[src/rtl/wlfu_pkg.sv]
// ============================================================================
// wlfu_pkg
// Shared types, widths and operation codes for the windowed LFU slot
// replacement block.
// ============================================================================
package wlfu_pkg;

    // Slot cache geometry
    localparam int SLOTS          = 6;
    localparam int SLOT_W         = 3;
    localparam int FILL_W         = $clog2(SLOTS + 1);
    localparam int DEFAULT_WINDOW = 100;

    // Payload widths
    localparam int OP_W   = 2;
    localparam int RULE_W = 8;

    // Operation codes
    localparam logic [OP_W-1:0] OP_HIT   = 2'd0;
    localparam logic [OP_W-1:0] OP_FILL  = 2'd1;
    localparam logic [OP_W-1:0] OP_CLEAR = 2'd2;

    typedef logic [SLOT_W-1:0] slot_idx_t;
    typedef logic [RULE_W-1:0] rule_t;

endpackage

[src/rtl/wlfu_req_if.sv]
// ============================================================================
// wlfu_req_if
// Request channel: operation, matched slot and rule number.
// ============================================================================
interface wlfu_req_if import wlfu_pkg::*; ();

    logic               valid;
    logic               ready;
    logic [OP_W-1:0]    operation;
    slot_idx_t          hit_slot;
    rule_t              rule_index;

    modport source (output valid, output operation, output hit_slot,
                    output rule_index, input ready);
    modport sink   (input valid, input operation, input hit_slot,
                    input rule_index, output ready);

endinterface

[src/rtl/wlfu_rsp_if.sv]
// ============================================================================
// wlfu_rsp_if
// Response channel: slot used, eviction report and status flags.
// ============================================================================
interface wlfu_rsp_if import wlfu_pkg::*; ();

    logic       valid;
    logic       ready;
    slot_idx_t  slot;
    logic       evicted;
    rule_t      old_rule;
    logic       recorded;
    logic       bad_request;

    modport source (output valid, output slot, output evicted, output old_rule,
                    output recorded, output bad_request, input ready);
    modport sink   (input valid, input slot, input evicted, input old_rule,
                    input recorded, input bad_request, output ready);

endinterface

[src/rtl/wlfu_victim.sv]
// ============================================================================
// wlfu_victim
// Pick the slot with the lowest use count; lowest index wins a tie.
// ============================================================================
module wlfu_victim import wlfu_pkg::*;
#(
    parameter int WINDOW = DEFAULT_WINDOW
)
(
    input  logic [$clog2(WINDOW+1)-1:0] counts [SLOTS],
    output slot_idx_t                   victim
);

    localparam int CNT_W = $clog2(WINDOW + 1);

    logic [CNT_W-1:0] best;

    // Strict compare keeps the earliest slot on a tie
    always_comb
    begin
        best   = CNT_W'(WINDOW);
        victim = '0;
        for (int i = 0; i < SLOTS; i++)
        begin
            if (counts[i] < best)
            begin
                best   = counts[i];
                victim = SLOT_W'(i);
            end
        end
    end

endmodule

[src/rtl/windowed_lfu_slot_replacement.sv]
// ============================================================================
// windowed_lfu_slot_replacement
// Sliding-window LFU replacement policy for a small cache of rule slots.
// ============================================================================
// Each request passes through the transfer cycle, in which the
// oldest entry of the use-history ring is read from its synchronous memory,
// and the execute cycle, in which counts are updated, the new use is written
// back to the ring and the response is loaded into the output register. A
// new request is taken the cycle after execute, so requests never overlap;
// execute holds for as long as an earlier response still waits in the
// output register. The ring holds the last WINDOW uses and is never
// cleared: the fill length guarantees that only written entries are read.
// A hit on a slot that was never filled returns bad_request and leaves all
// state alone. Clear empties slots, counts and ring.
// ============================================================================
module windowed_lfu_slot_replacement import wlfu_pkg::*;
#(
    parameter int WINDOW = DEFAULT_WINDOW
)
(
    input  logic          clk,
    input  logic          rst_n,
    wlfu_req_if.sink      req,
    wlfu_rsp_if.source    rsp
);

    localparam int CNT_W  = $clog2(WINDOW + 1);
    localparam int LEN_W  = $clog2(WINDOW + 1);
    localparam int HIST_W = $clog2(WINDOW);
    localparam int SUM_W  = LEN_W + 1;

    localparam logic ST_IDLE = 1'b0;
    localparam logic ST_EXEC = 1'b1;

    // Control state
    logic                  state_reg,   state_next;
    logic [FILL_W-1:0]     filled_reg,  filled_next;
    logic [HIST_W-1:0]     head_reg,    head_next;
    logic [LEN_W-1:0]      len_reg,     len_next;
    logic [CNT_W-1:0]      count_reg [SLOTS];
    logic [CNT_W-1:0]      count_next [SLOTS];
    rule_t                 rule_reg [SLOTS];
    rule_t                 rule_next [SLOTS];

    // Captured request
    logic [OP_W-1:0]       op_reg;
    slot_idx_t             hs_reg;
    rule_t                 ri_reg;

    // Response register
    logic                  rsp_valid_reg;
    slot_idx_t             rsp_slot_reg,     rsp_slot_next;
    logic                  rsp_evicted_reg,  rsp_evicted_next;
    rule_t                 rsp_old_rule_reg, rsp_old_rule_next;
    logic                  rsp_recorded_reg, rsp_recorded_next;
    logic                  rsp_bad_reg,      rsp_bad_next;

    // History ring
    slot_idx_t             hist_mem [WINDOW];
    slot_idx_t             hist_rdata_reg;
    logic                  hist_we;
    logic [HIST_W-1:0]     hist_waddr;
    slot_idx_t             hist_wdata;

    // Execute datapath
    logic                  req_xfer;
    logic                  finish;
    slot_idx_t             victim;
    slot_idx_t             use_slot;
    logic                  fresh_fill;
    logic                  do_record;
    logic                  recorded;
    logic                  ring_full;
    logic [CNT_W-1:0]      cur_count;
    logic [CNT_W-1:0]      base;
    logic [HIST_W-1:0]     head_inc;
    logic [SUM_W-1:0]      tail_sum;
    logic [HIST_W-1:0]     tail_addr;
    logic                  do_clear;

    assign req_xfer  = req.valid && req.ready;
    assign req.ready = (state_reg == ST_IDLE);

    // Execute may complete only when the output register is free or draining
    assign finish = (state_reg == ST_EXEC) && (!rsp_valid_reg || rsp.ready);

    wlfu_victim #(
        .WINDOW (WINDOW)
    ) u_victim (
        .counts (count_reg),
        .victim (victim)
    );

    // ------------------------------------------------------------------
    // Ring pointers
    // ------------------------------------------------------------------
    assign ring_full = (len_reg == LEN_W'(WINDOW));
    assign head_inc  = (head_reg == HIST_W'(WINDOW - 1)) ? '0 : head_reg + 1'b1;
    assign tail_sum  = SUM_W'(head_reg) + SUM_W'(len_reg);
    assign tail_addr = (tail_sum >= SUM_W'(WINDOW))
                     ? HIST_W'(tail_sum - SUM_W'(WINDOW))
                     : HIST_W'(tail_sum);

    // ------------------------------------------------------------------
    // Execute: decide the slot, update counts, push the use
    // ------------------------------------------------------------------
    always_comb
    begin
        state_next        = state_reg;
        filled_next       = filled_reg;
        head_next         = head_reg;
        len_next          = len_reg;
        count_next        = count_reg;
        rule_next         = rule_reg;
        rsp_slot_next     = '0;
        rsp_evicted_next  = 1'b0;
        rsp_old_rule_next = '0;
        rsp_recorded_next = 1'b0;
        rsp_bad_next      = 1'b0;
        hist_we           = 1'b0;
        hist_waddr        = tail_addr;
        hist_wdata        = '0;
        use_slot          = '0;
        fresh_fill        = 1'b0;
        do_record         = 1'b0;
        do_clear          = 1'b0;
        recorded          = 1'b0;
        cur_count         = '0;
        base              = '0;

        case (op_reg)
            OP_HIT:
            begin
                use_slot      = hs_reg;
                rsp_slot_next = hs_reg;
                if (FILL_W'(hs_reg) >= filled_reg || hs_reg >= SLOT_W'(SLOTS))
                    rsp_bad_next = 1'b1;
                else
                    do_record = 1'b1;
            end
            OP_FILL:
            begin
                do_record = 1'b1;
                if (filled_reg < FILL_W'(SLOTS))
                begin
                    fresh_fill = 1'b1;
                    use_slot   = SLOT_W'(filled_reg);
                end
                else
                begin
                    use_slot          = victim;
                    rsp_evicted_next  = 1'b1;
                    rsp_old_rule_next = rule_reg[victim];
                end
                rsp_slot_next = use_slot;
            end
            OP_CLEAR:
            begin
                do_clear = 1'b1;
            end
            default:
            begin
                do_record = 1'b0;
            end
        endcase

        // Saturation is judged before any pop
        if (do_record)
        begin
            cur_count = fresh_fill ? '0 : count_reg[use_slot];
            recorded  = (cur_count < CNT_W'(WINDOW));
        end
        rsp_recorded_next = recorded;

        if (finish)
        begin
            state_next = ST_IDLE;
            if (do_clear)
            begin
                filled_next = '0;
                head_next   = '0;
                len_next    = '0;
                for (int i = 0; i < SLOTS; i++)
                begin
                    count_next[i] = '0;
                    rule_next[i]  = '0;
                end
            end
            else if (do_record)
            begin
                if (fresh_fill)
                    filled_next = filled_reg + 1'b1;
                // Only a fill stores a new rule; a hit leaves the rule alone
                if (op_reg == OP_FILL)
                    rule_next[use_slot] = ri_reg;
                for (int i = 0; i < SLOTS; i++)
                begin
                    base = (fresh_fill && use_slot == SLOT_W'(i)) ? '0 : count_reg[i];
                    if (recorded && ring_full && hist_rdata_reg == SLOT_W'(i)
                        && base != '0)
                        base = base - 1'b1;
                    if (recorded && use_slot == SLOT_W'(i))
                        base = base + 1'b1;
                    count_next[i] = base;
                end
                if (recorded)
                begin
                    hist_we    = 1'b1;
                    hist_wdata = use_slot;
                    // Full ring: the new use overwrites the oldest one
                    if (ring_full)
                    begin
                        hist_waddr = head_reg;
                        head_next  = head_inc;
                    end
                    else
                    begin
                        len_next = len_reg + 1'b1;
                    end
                end
            end
        end
        else if (req_xfer)
        begin
            state_next = ST_EXEC;
        end
    end

    // ------------------------------------------------------------------
    // Registers
    // ------------------------------------------------------------------
    always_ff @(posedge clk or negedge rst_n)
    begin
        if (!rst_n)
        begin
            state_reg     <= ST_IDLE;
            filled_reg    <= '0;
            head_reg      <= '0;
            len_reg       <= '0;
            rsp_valid_reg <= 1'b0;
            for (int i = 0; i < SLOTS; i++)
            begin
                count_reg[i] <= '0;
                rule_reg[i]  <= '0;
            end
        end
        else
        begin
            state_reg  <= state_next;
            filled_reg <= filled_next;
            head_reg   <= head_next;
            len_reg    <= len_next;
            count_reg  <= count_next;
            rule_reg   <= rule_next;
            // Load wins over drain: finish only fires when the register frees
            if (finish)
                rsp_valid_reg <= 1'b1;
            else if (rsp.ready)
                rsp_valid_reg <= 1'b0;
        end
    end

    // Payload registers: capture on transfer, load on finish
    always_ff @(posedge clk)
    begin
        if (req_xfer)
        begin
            op_reg <= req.operation;
            hs_reg <= req.hit_slot;
            ri_reg <= req.rule_index;
        end
        if (finish)
        begin
            rsp_slot_reg     <= rsp_slot_next;
            rsp_evicted_reg  <= rsp_evicted_next;
            rsp_old_rule_reg <= rsp_old_rule_next;
            rsp_recorded_reg <= rsp_recorded_next;
            rsp_bad_reg      <= rsp_bad_next;
        end
    end

    // History ring: one write port, registered read of the oldest entry
    always_ff @(posedge clk)
    begin
        if (hist_we)
            hist_mem[hist_waddr] <= hist_wdata;
        hist_rdata_reg <= hist_mem[head_reg];
    end

    assign rsp.valid       = rsp_valid_reg;
    assign rsp.slot        = rsp_slot_reg;
    assign rsp.evicted     = rsp_evicted_reg;
    assign rsp.old_rule    = rsp_old_rule_reg;
    assign rsp.recorded    = rsp_recorded_reg;
    assign rsp.bad_request = rsp_bad_reg;

    // ------------------------------------------------------------------
    // Assertions
    // ------------------------------------------------------------------
    a_len_bound: assert property (@(posedge clk) disable iff (!rst_n)
        len_reg <= LEN_W'(WINDOW))
        else $error("history length beyond window");

    a_head_bound: assert property (@(posedge clk) disable iff (!rst_n)
        head_reg < HIST_W'(WINDOW))
        else $error("history head out of range");

    a_filled_bound: assert property (@(posedge clk) disable iff (!rst_n)
        filled_reg <= FILL_W'(SLOTS))
        else $error("filled slot count beyond slot total");

    a_xfer_exec: assert property (@(posedge clk) disable iff (!rst_n)
        req_xfer |=> (state_reg == ST_EXEC))
        else $error("accepted request did not enter execute");

    a_bad_quiet: assert property (@(posedge clk) disable iff (!rst_n)
        (rsp_valid_reg && rsp_bad_reg) |-> (!rsp_recorded_reg && !rsp_evicted_reg))
        else $error("bad request reported a use or eviction");

endmodule
[src/flat_wrapper.sv]
// flat-port wrapper written by rule: the top's interface ports become plain ports
module windowed_lfu_slot_replacement_flat import wlfu_pkg::*;
#(
    parameter int WINDOW = DEFAULT_WINDOW
)
  (clk, rst_n, req_valid, req_operation, req_hit_slot, req_rule_index, req_ready, rsp_valid, rsp_slot, rsp_evicted, rsp_old_rule, rsp_recorded, rsp_bad_request, rsp_ready);
  wlfu_req_if req_i ();
  wlfu_rsp_if rsp_i ();
  input  logic clk;
  input  logic rst_n;
  input wire logic [$bits(req_i.valid)-1:0] req_valid;
  input wire logic [$bits(req_i.operation)-1:0] req_operation;
  input wire logic [$bits(req_i.hit_slot)-1:0] req_hit_slot;
  input wire logic [$bits(req_i.rule_index)-1:0] req_rule_index;
  output wire logic [$bits(req_i.ready)-1:0] req_ready;
  output wire logic [$bits(rsp_i.valid)-1:0] rsp_valid;
  output wire logic [$bits(rsp_i.slot)-1:0] rsp_slot;
  output wire logic [$bits(rsp_i.evicted)-1:0] rsp_evicted;
  output wire logic [$bits(rsp_i.old_rule)-1:0] rsp_old_rule;
  output wire logic [$bits(rsp_i.recorded)-1:0] rsp_recorded;
  output wire logic [$bits(rsp_i.bad_request)-1:0] rsp_bad_request;
  input wire logic [$bits(rsp_i.ready)-1:0] rsp_ready;
  assign req_i.valid = req_valid;
  assign req_i.operation = req_operation;
  assign req_i.hit_slot = req_hit_slot;
  assign req_i.rule_index = req_rule_index;
  assign req_ready = req_i.ready;
  assign rsp_valid = rsp_i.valid;
  assign rsp_slot = rsp_i.slot;
  assign rsp_evicted = rsp_i.evicted;
  assign rsp_old_rule = rsp_i.old_rule;
  assign rsp_recorded = rsp_i.recorded;
  assign rsp_bad_request = rsp_i.bad_request;
  assign rsp_i.ready = rsp_ready;
  windowed_lfu_slot_replacement #(.WINDOW(WINDOW)) u_core (.clk(clk), .rst_n(rst_n), .req(req_i), .rsp(rsp_i));
endmodule
[config.mk]
export PLATFORM = sky130hd
export DESIGN_NAME = windowed_lfu_slot_replacement_flat
export DESIGN_NICKNAME = d
export VERILOG_FILES = /design/src/rtl/wlfu_pkg.sv /design/src/rtl/wlfu_req_if.sv /design/src/rtl/wlfu_rsp_if.sv /design/src/rtl/wlfu_victim.sv /design/src/rtl/windowed_lfu_slot_replacement.sv /design/src/flat_wrapper.sv
export SDC_FILE = /design/constraint.sdc
export NUM_CORES = 1
export LEC_CHECK = 0
export ABC_CLOCK_PERIOD_IN_PS = 15860
export BUFFER_PORTS_ARGS = -buffer_cell sky130_fd_sc_hd__buf_2
export CAP_MARGIN = 25
export CORE_UTILIZATION = 35
export CTS_CLUSTER_SIZE = 8
export DETAILED_ROUTE_END_ITERATION = 8
export HOLD_SLACK_MARGIN = 0.12
export PLACE_DENSITY_LB_ADDON = 0.3
export SETUP_SLACK_MARGIN = 0.3
export SLEW_MARGIN = 20
export SYNTH_ARGS = -nofsm -noshare
export SYNTH_HDL_FRONTEND = slang
export SYNTH_SLANG_ARGS = --single-unit
[constraint.sdc]
create_clock -name clk -period 15.86 [get_ports clk]
set_input_delay 1.586 -clock clk [delete_from_list [all_inputs] [get_ports clk]]
set_output_delay 1.586 -clock clk [all_outputs]
set_load 0.03 [all_outputs]
==> After elaboration in Yosys (flattened, before gate mapping) <==
Memories as Yosys holds them, arrays and structs flattened. A register that Yosys moved wholly into a read port is not among the register bits.
Cells that the tools add are included.
{ "word_totals": {"ff_bits": 136, "mem_bits_rw": 300, "in_bits": 17, "output_inout_bits": 16, "wordCells": 232, "mem_count": 1} }
{ "memory_table": {"columns": ["name", "depth", "word_bits", "read_ports", "rd_clocked_by_memory_dff", "wr", "line_no", "rtl"], "rows": [
  ["u_core.hist_mem", 100, 3, 1, 1, 1, "windowed_lfu_slot_replacement.sv:59", "slot_idx_t hist_mem [WINDOW];"]
]} }
{ "classes": {"addsub": 17, "order_cmp": 14, "eq_ne": 15, "n_mux": 103, "bitwise": 4, "reduce_logical": 53} }
{ "op_table": {"columns": ["operator", "n"], "rows": [
  ["7-bit two-way mux", 59],
  ["48-bit two-way mux", 3],
  ["42-bit two-way mux", 2],
  ["7-bit by 1-bit adder with 7-bit output, second input constant", 8],
  ["48-bit bitwise mux", 1],
  ["7-bit nonzero test", 6],
  ["7-bit by 1-bit subtractor with 7-bit output, second input constant", 6],
  ["3-bit two-way mux", 12],
  ["7-bit less-than comparator", 5],
  ["1-bit logical AND", 28],
  ["8-bit binary-select mux with 3-bit select", 1],
  ["8-bit demux with 3-bit select", 1],
  ["8-bit two-way mux", 3],
  ["7-bit binary-select mux with 3-bit select", 1],
  ["1-bit two-way mux", 18],
  ["7-bit equality test, second input constant", 2],
  ["7-bit less-than comparator, second input constant", 2],
  ["2-bit nonzero test", 7],
  ["3-bit by 2-bit equality test with 1-bit output, second input constant", 4],
  ["3-bit equality test, second input constant", 4],
  ["7-bit by 7-bit adder with 8-bit output", 1],
  ["4-bit >= comparator, second input constant", 2],
  ["8-bit by 7-bit >= comparator with 1-bit output, second input constant", 1],
  ["3-bit NOT with 4-bit output", 2],
  ["other kinds (21)", 27]
]} }

==> Logic depth before layout (Yosys ltp) <==
{ "depth": {"word_depth": 32, "depth_mapped": 62, "depth_no_buf": 57} }

==> Cells and area by module <==
From an unflattened synthesis, not the netlist that was laid out.
{ "hier_totals": {"cells_unflattened": 1872, "area_unflattened_um2": 23025.8} }
{ "by_module_without_submodules": {"columns": ["mod", "instances", "cells_per_inst", "area_each_um2", "seq_area_each_um2"], "rows": [
  ["windowed_lfu_slot_replacement", 1, 1683, 21585.7, 12607.1],
  ["wlfu_victim", 1, 189, 1440.1, 0.0]
]} }

==> Least setup slack after synthesis <==
OpenSTA, ideal clock, no wires.
{ "synth_path": {"path_kind": "register -> register", "startpoint": "reg u_core.count_reg[38] (netlist name)", "endpoint": "mem u_core.hist_mem[0][0] (netlist name) (data pin)", "setup_ns": 0.667, "arrival_ns": 12.514, "required_ns": 15.193, "path_slack_ns": 2.679, "path_stages_with_launch": 50, "n_path_buf": 3, "period_less_slack_ns": 13.181, "cell_sequence": "dfrtp_1 > clkbuf_1 > or2_2 > a31oi_1 > ha_1 > a211oi_1 > nand3_1 > a21oi_1 > nor2_1 > a21oi_1 > ha_1 > nand2_1 > a21oi_1 > a21oi_1 > nand3_1 > a311oi_2 > o21ai_4 > o21ai_0 > (+14 left out) > a2111oi_0 > a21o_1 > clkbuf_1 > nor2_1 > a21oi_1 > ha_1 > a21o_1 > a21o_1 > a21oi_1 > and2_1 > nor4_1 > a21oi_1 > a311oi_1 > o21ai_0 > o221ai_1 > o21bai_1 > nand2_1 > nor2_1"} }
{ "synth_via": {"elab_chain_cells": 25, "elab_cells_between_ends": 29, "cone_classes": "order compare (7); mux (21); bitwise (1)"} }
{ "synth_lines": {"columns": ["item", "line_no", "rtl"], "rows": [
  ["start, declared", "windowed_lfu_slot_replacement.sv:40", "logic [CNT_W-1:0] count_reg [SLOTS];"],
  ["start signal, assigned", "windowed_lfu_slot_replacement.sv:253", "count_reg <= count_next;"],
  ["7-bit less-than comparator", "wlfu_victim.sv:25", "if (counts[i] < best)"],
  ["7-bit two-way mux", "wlfu_victim.sv:25", null],
  ["7-bit less-than comparator", "wlfu_victim.sv:25", null],
  ["7-bit two-way mux", "wlfu_victim.sv:25", null],
  ["7-bit less-than comparator", "wlfu_victim.sv:25", null],
  ["7-bit two-way mux", "wlfu_victim.sv:25", null],
  ["7-bit less-than comparator", "wlfu_victim.sv:25", null],
  ["7-bit two-way mux", "wlfu_victim.sv:25", null],
  ["(+11 left out)", null, null],
  ["7-bit less-than comparator *", "windowed_lfu_slot_replacement.sv:171", "recorded = (cur_count < CNT_W'(WINDOW));"],
  ["1-bit two-way mux *", "windowed_lfu_slot_replacement.sv:168", "if (do_record)"],
  ["named net u_core.recorded", "windowed_lfu_slot_replacement.sv:72", "logic recorded;"],
  ["3-bit two-way mux *", "windowed_lfu_slot_replacement.sv:206", "if (recorded)"],
  ["3-bit two-way mux *", "windowed_lfu_slot_replacement.sv:189", "else if (do_record)"],
  ["3-bit two-way mux *", "windowed_lfu_slot_replacement.sv:178", "if (do_clear)"],
  ["3-bit two-way mux *", "windowed_lfu_slot_replacement.sv:175", "if (finish)"],
  ["named net u_core.hist_wdata[0]", "windowed_lfu_slot_replacement.sv:63", "slot_idx_t hist_wdata;"],
  ["end, declared", "windowed_lfu_slot_replacement.sv:59", null]
]} }
The timed path passes the listed nets; every way through them passes the cells marked *. The select of a mux whose other input is x is not followed.

==> Worst setup path in the final report <==
{ "layout_path": {"startpoint": "reg u_core.count_reg[38] (netlist name)", "endpoint": "reg u_core.count_reg[20] (netlist name)"} }
{ "layout_via": {"elab_chain_cells": 32, "elab_cells_between_ends": 42, "cone_classes": "add/sub (2); order compare (7); eq/ne (1); mux (25); bitwise (1); reduce/logical (6)"} }
{ "layout_lines": {"columns": ["item", "line_no", "rtl"], "rows": [
  ["7-bit less-than comparator", "wlfu_victim.sv:25", null],
  ["7-bit two-way mux *", "wlfu_victim.sv:25", null],
  ["7-bit less-than comparator", "wlfu_victim.sv:25", null],
  ["7-bit two-way mux *", "wlfu_victim.sv:25", null],
  ["7-bit less-than comparator", "wlfu_victim.sv:25", null],
  ["7-bit two-way mux", "wlfu_victim.sv:25", null],
  ["7-bit less-than comparator", "wlfu_victim.sv:25", null],
  ["7-bit two-way mux", "wlfu_victim.sv:25", null],
  ["(+6 left out)", null, null],
  ["named net u_core.rsp_slot_next[1]", "windowed_lfu_slot_replacement.sv:52", "slot_idx_t rsp_slot_reg, rsp_slot_next;"],
  ["(+10 left out)", null, null],
  ["7-bit two-way mux", "windowed_lfu_slot_replacement.sv:199", "if (recorded && ring_full && hist_rdata_reg == SLOT_W'(i)"],
  ["7-bit two-way mux", "windowed_lfu_slot_replacement.sv:189", null],
  ["7-bit two-way mux", "windowed_lfu_slot_replacement.sv:178", null],
  ["7-bit two-way mux", "windowed_lfu_slot_replacement.sv:175", null],
  ["7-bit by 1-bit adder with 7-bit output", "windowed_lfu_slot_replacement.sv:203", "base = base + 1'b1;"],
  ["7-bit two-way mux *", "windowed_lfu_slot_replacement.sv:202", "if (recorded && use_slot == SLOT_W'(i))"],
  ["42-bit two-way mux *", "windowed_lfu_slot_replacement.sv:189", null],
  ["42-bit two-way mux *", "windowed_lfu_slot_replacement.sv:178", null]
]} }
Marks and branches as above.
A chain may end at the register's enable or synchronous reset.

==> metrics <==
Mapped Avg Cell Area=12.3 µm²; Worst path slowest cell=a2111oi_0; Die Span Y=between 200 and 300 µm; design area=0.0262 mm²; syn_nets=1966; fin util=0.397; dominant synthesized flop cell=edfxtp_1; area share of the largest cell type after synthesis=0.421; most used cell along the critical path=a21oi_1; critical path data required time=approximately 16 ns; crit share post-route=0.911; Yosys warning total=0; number of buffers created by CTS=61; RSZ-0062 raised after global routing=false; Final setup viols=0; area delta synth->final=12.2%; Antenna Cells=0; clk sinks=around 440; clk slew on worst S/H paths=about 0.060 ns; vias in the first global route=16600; Top Ports=33; Max FO, Critical Path=14; Syn Inst Count=around 1900; Critical Path Max Stage Delay=0.90 ns; pin count of the biggest net entering global routing=64; hold buffer count at CTS=0; worst hold-check path type=reg -> reg; Clock Root Buffer=clkbuf_16; detailed placement HPWL=between 40000 and 50000 µm; Post-Syn Area=roughly 0.023 mm²; post-route setup TNS=0 ns; # port buffers=32; All-Layer GR Usage=0.186; number of enable flip-flop cells after synthesis=roughly 330; clk_skew=approximately 0.018 ns; CTS Buffer Depth=3; Max transition margin=0.261; min-delay src=u_core.rule_reg[28]$_DFFE_PN0P_; H-tree depth=2; die area=a little under 0.07 mm²; Worst-Margin Slew=1.10 ns; DRT iter0 DRCs=approximately 1600; TritonCTS clock tree=yes; layout cells sized above 1=0.146; DRT antenna net count=0; clk_lat worst skew=approximately 0.62 ns; initial core utilization=0.354; final net count=approximately 2000; DRC=0; final-layout fill cell count=approximately 6300; Hold Violations, Final=0; CP Launch Type=flop; Detailed Route WL=62900 µm; final slew viol count=0; CP Class=reg -> reg; RePlAce Congestion=a little over 0.9; chip width=between 200 and 300 µm; Max-cap violations=0; Crit. End Element=flop; grt total ovfl=0; vias per cell=5.79; fin crit period=about 14 ns; DR vias=approximately 16000; Post CTS Setup Buffer Count=0; DRT Pass-1 Iters=5; sequential share of the synthesized area=0.541; CP startpoint=u_core.count_reg[38]$_DFFE_PN0P_; Core Region=between 0.06 and 0.07 mm²; first-pass GRT wire length=around 97000 µm; Synth area leader=edfxtp_1; Largest register FFs=300; FMAX=approximately 0.069 GHz; post-DR wirelength/cell=around 22 µm; reg2reg start=u_core.count_reg[38]$_DFFE_PN0P_; post-CTS resize count=0; Cell Area, Placed=approximately 0.024 mm²; initial antenna violation count=0; outcome=complete, no violations; synthesized flop and latch total=approximately 440; Async SR Flop Fraction=0.248; WP data arrival=14.97 ns; row count=94; count of different cell masters after synthesis=approximately 100; main area contributors after synthesis=edfxtp_1 42%, dfrtp_1 12%, mux4_2 9.3%
## cells by family after synthesis
family                   synth area share
AND/OR/NAND/NOR                     0.126
flip-flops                          0.541
AO/OA/AOI/OAI                       0.134
multiplexers                        0.118
buffers and inverters              0.0248
XOR/XNOR                           0.0229
adder cells (fa/ha/maj)            0.0323
## routing by layer
layer,part of all wire,up-vias,global-route usage
li1,-,7400,-
met1,0.43,8139,0.246
met2,0.48,607,0.305
met3,0.058,131,0.0288
met4,0.035,0,0.0746
met5,0,-,0
## placed cells by master (no fill, tap or decap), drive strengths merged, types with 16 or more instances in the layout
| cell type | n |
|---|---|
| a211oi | 18 |
| edfxtp | 327 |
| xor2 | 20 |
| a21o | 26 |
| xnor2 | 41 |
| mux2i | 39 |
| nand2 | 141 |
| nor2b | 21 |
| or3 | 20 |
| dfrtp | 109 |
| nor2 | 209 |
| mux2 | 16 |
| nand3 | 49 |
| ha | 57 |
| nand2b | 24 |
| o211ai | 19 |
| o21ai | 75 |
| a21oi | 81 |
| a22o | 51 |
| a31oi | 16 |
| clkbuf | 99 |
| nor3 | 54 |
| mux4 | 96 |
| buf | 56 |
| inv | 44 |
| nor4 | 17 |
## worst paths after layout
path	to	slack, ns	cells after the start
setup / recovery	u_core.count_reg[20]$_DFFE_PN0P_	1.42	55
hold / removal	u_core.rule_reg[28]$_DFFE_PN0P_	0.50	1
setup reg to reg	u_core.count_reg[20]$_DFFE_PN0P_	1.42	55
hold reg to reg	u_core.rule_reg[28]$_DFFE_PN0P_	0.50	1
max in group asynchronous	u_core.head_reg[1]$_DFFE_PN0P_	13.49	2
min in group asynchronous	u_core.rule_reg[6]$_DFFE_PN0P_	1.11	1
## metrics by stage
step / instances / hold slack (ns) / setup WS, ns
after floorplan: 1891 / 0.461 / 2.68
after global placement: 2707 / 0.477 / 2.05
after detailed placement: 2708 / 0.477 / 1.83
after CTS: 2810 / 0.498 / 1.75
after global routing: 2813 / 0.511 / 0.539
final: 2813 / 0.497 / 1.42
## synth_stat cells (15+ instances only)
| library cell | n |
|---|---|
| a21o_1 | 26 |
| clkbuf_1 | 74 |
| nand3_1 | 48 |
| xnor2_1 | 41 |
| edfxtp_1 | 327 |
| nor2b_1 | 21 |
| a22o_1 | 51 |
| o21ai_0 | 68 |
| nand2_1 | 141 |
| mux2_2 | 15 |
| dfrtp_1 | 109 |
| mux2i_1 | 37 |
| ha_1 | 57 |
| nor3_1 | 54 |
| nand2b_1 | 24 |
| or3_1 | 20 |
| a31oi_1 | 15 |
| a21oi_1 | 77 |
| o211ai_1 | 18 |
| inv_1 | 41 |
| nor4_1 | 15 |
| nor2_1 | 209 |
| mux4_2 | 96 |
| xor2_1 | 20 |
## critical path: cells and delay by family, from the launching register on
kind                     cells  cell delay (ns)
AO/OA/AOI/OAI               31             8.76
adder cells (fa/ha/maj)      6             1.75
buffers and inverters        2             0.51
flip-flops                   1             0.54
AND/OR/NAND/NOR             16             2.73
## area by class of cell
cell class	instances	area [µm²]	area share
sequential	439	12600	0.482
multi-input combinational	1307	10200	0.388
clock buffer	98	1700	0.0648
tap	864	1080	0.0413
timing repair buffer	57	362	0.0138
inverter	44	165	0.00631
clock inverter	4	81.3	0.00311
Power is not shown: default switching activity piles up to over one toggle a cycle in this logic, so the estimate is an artifact.
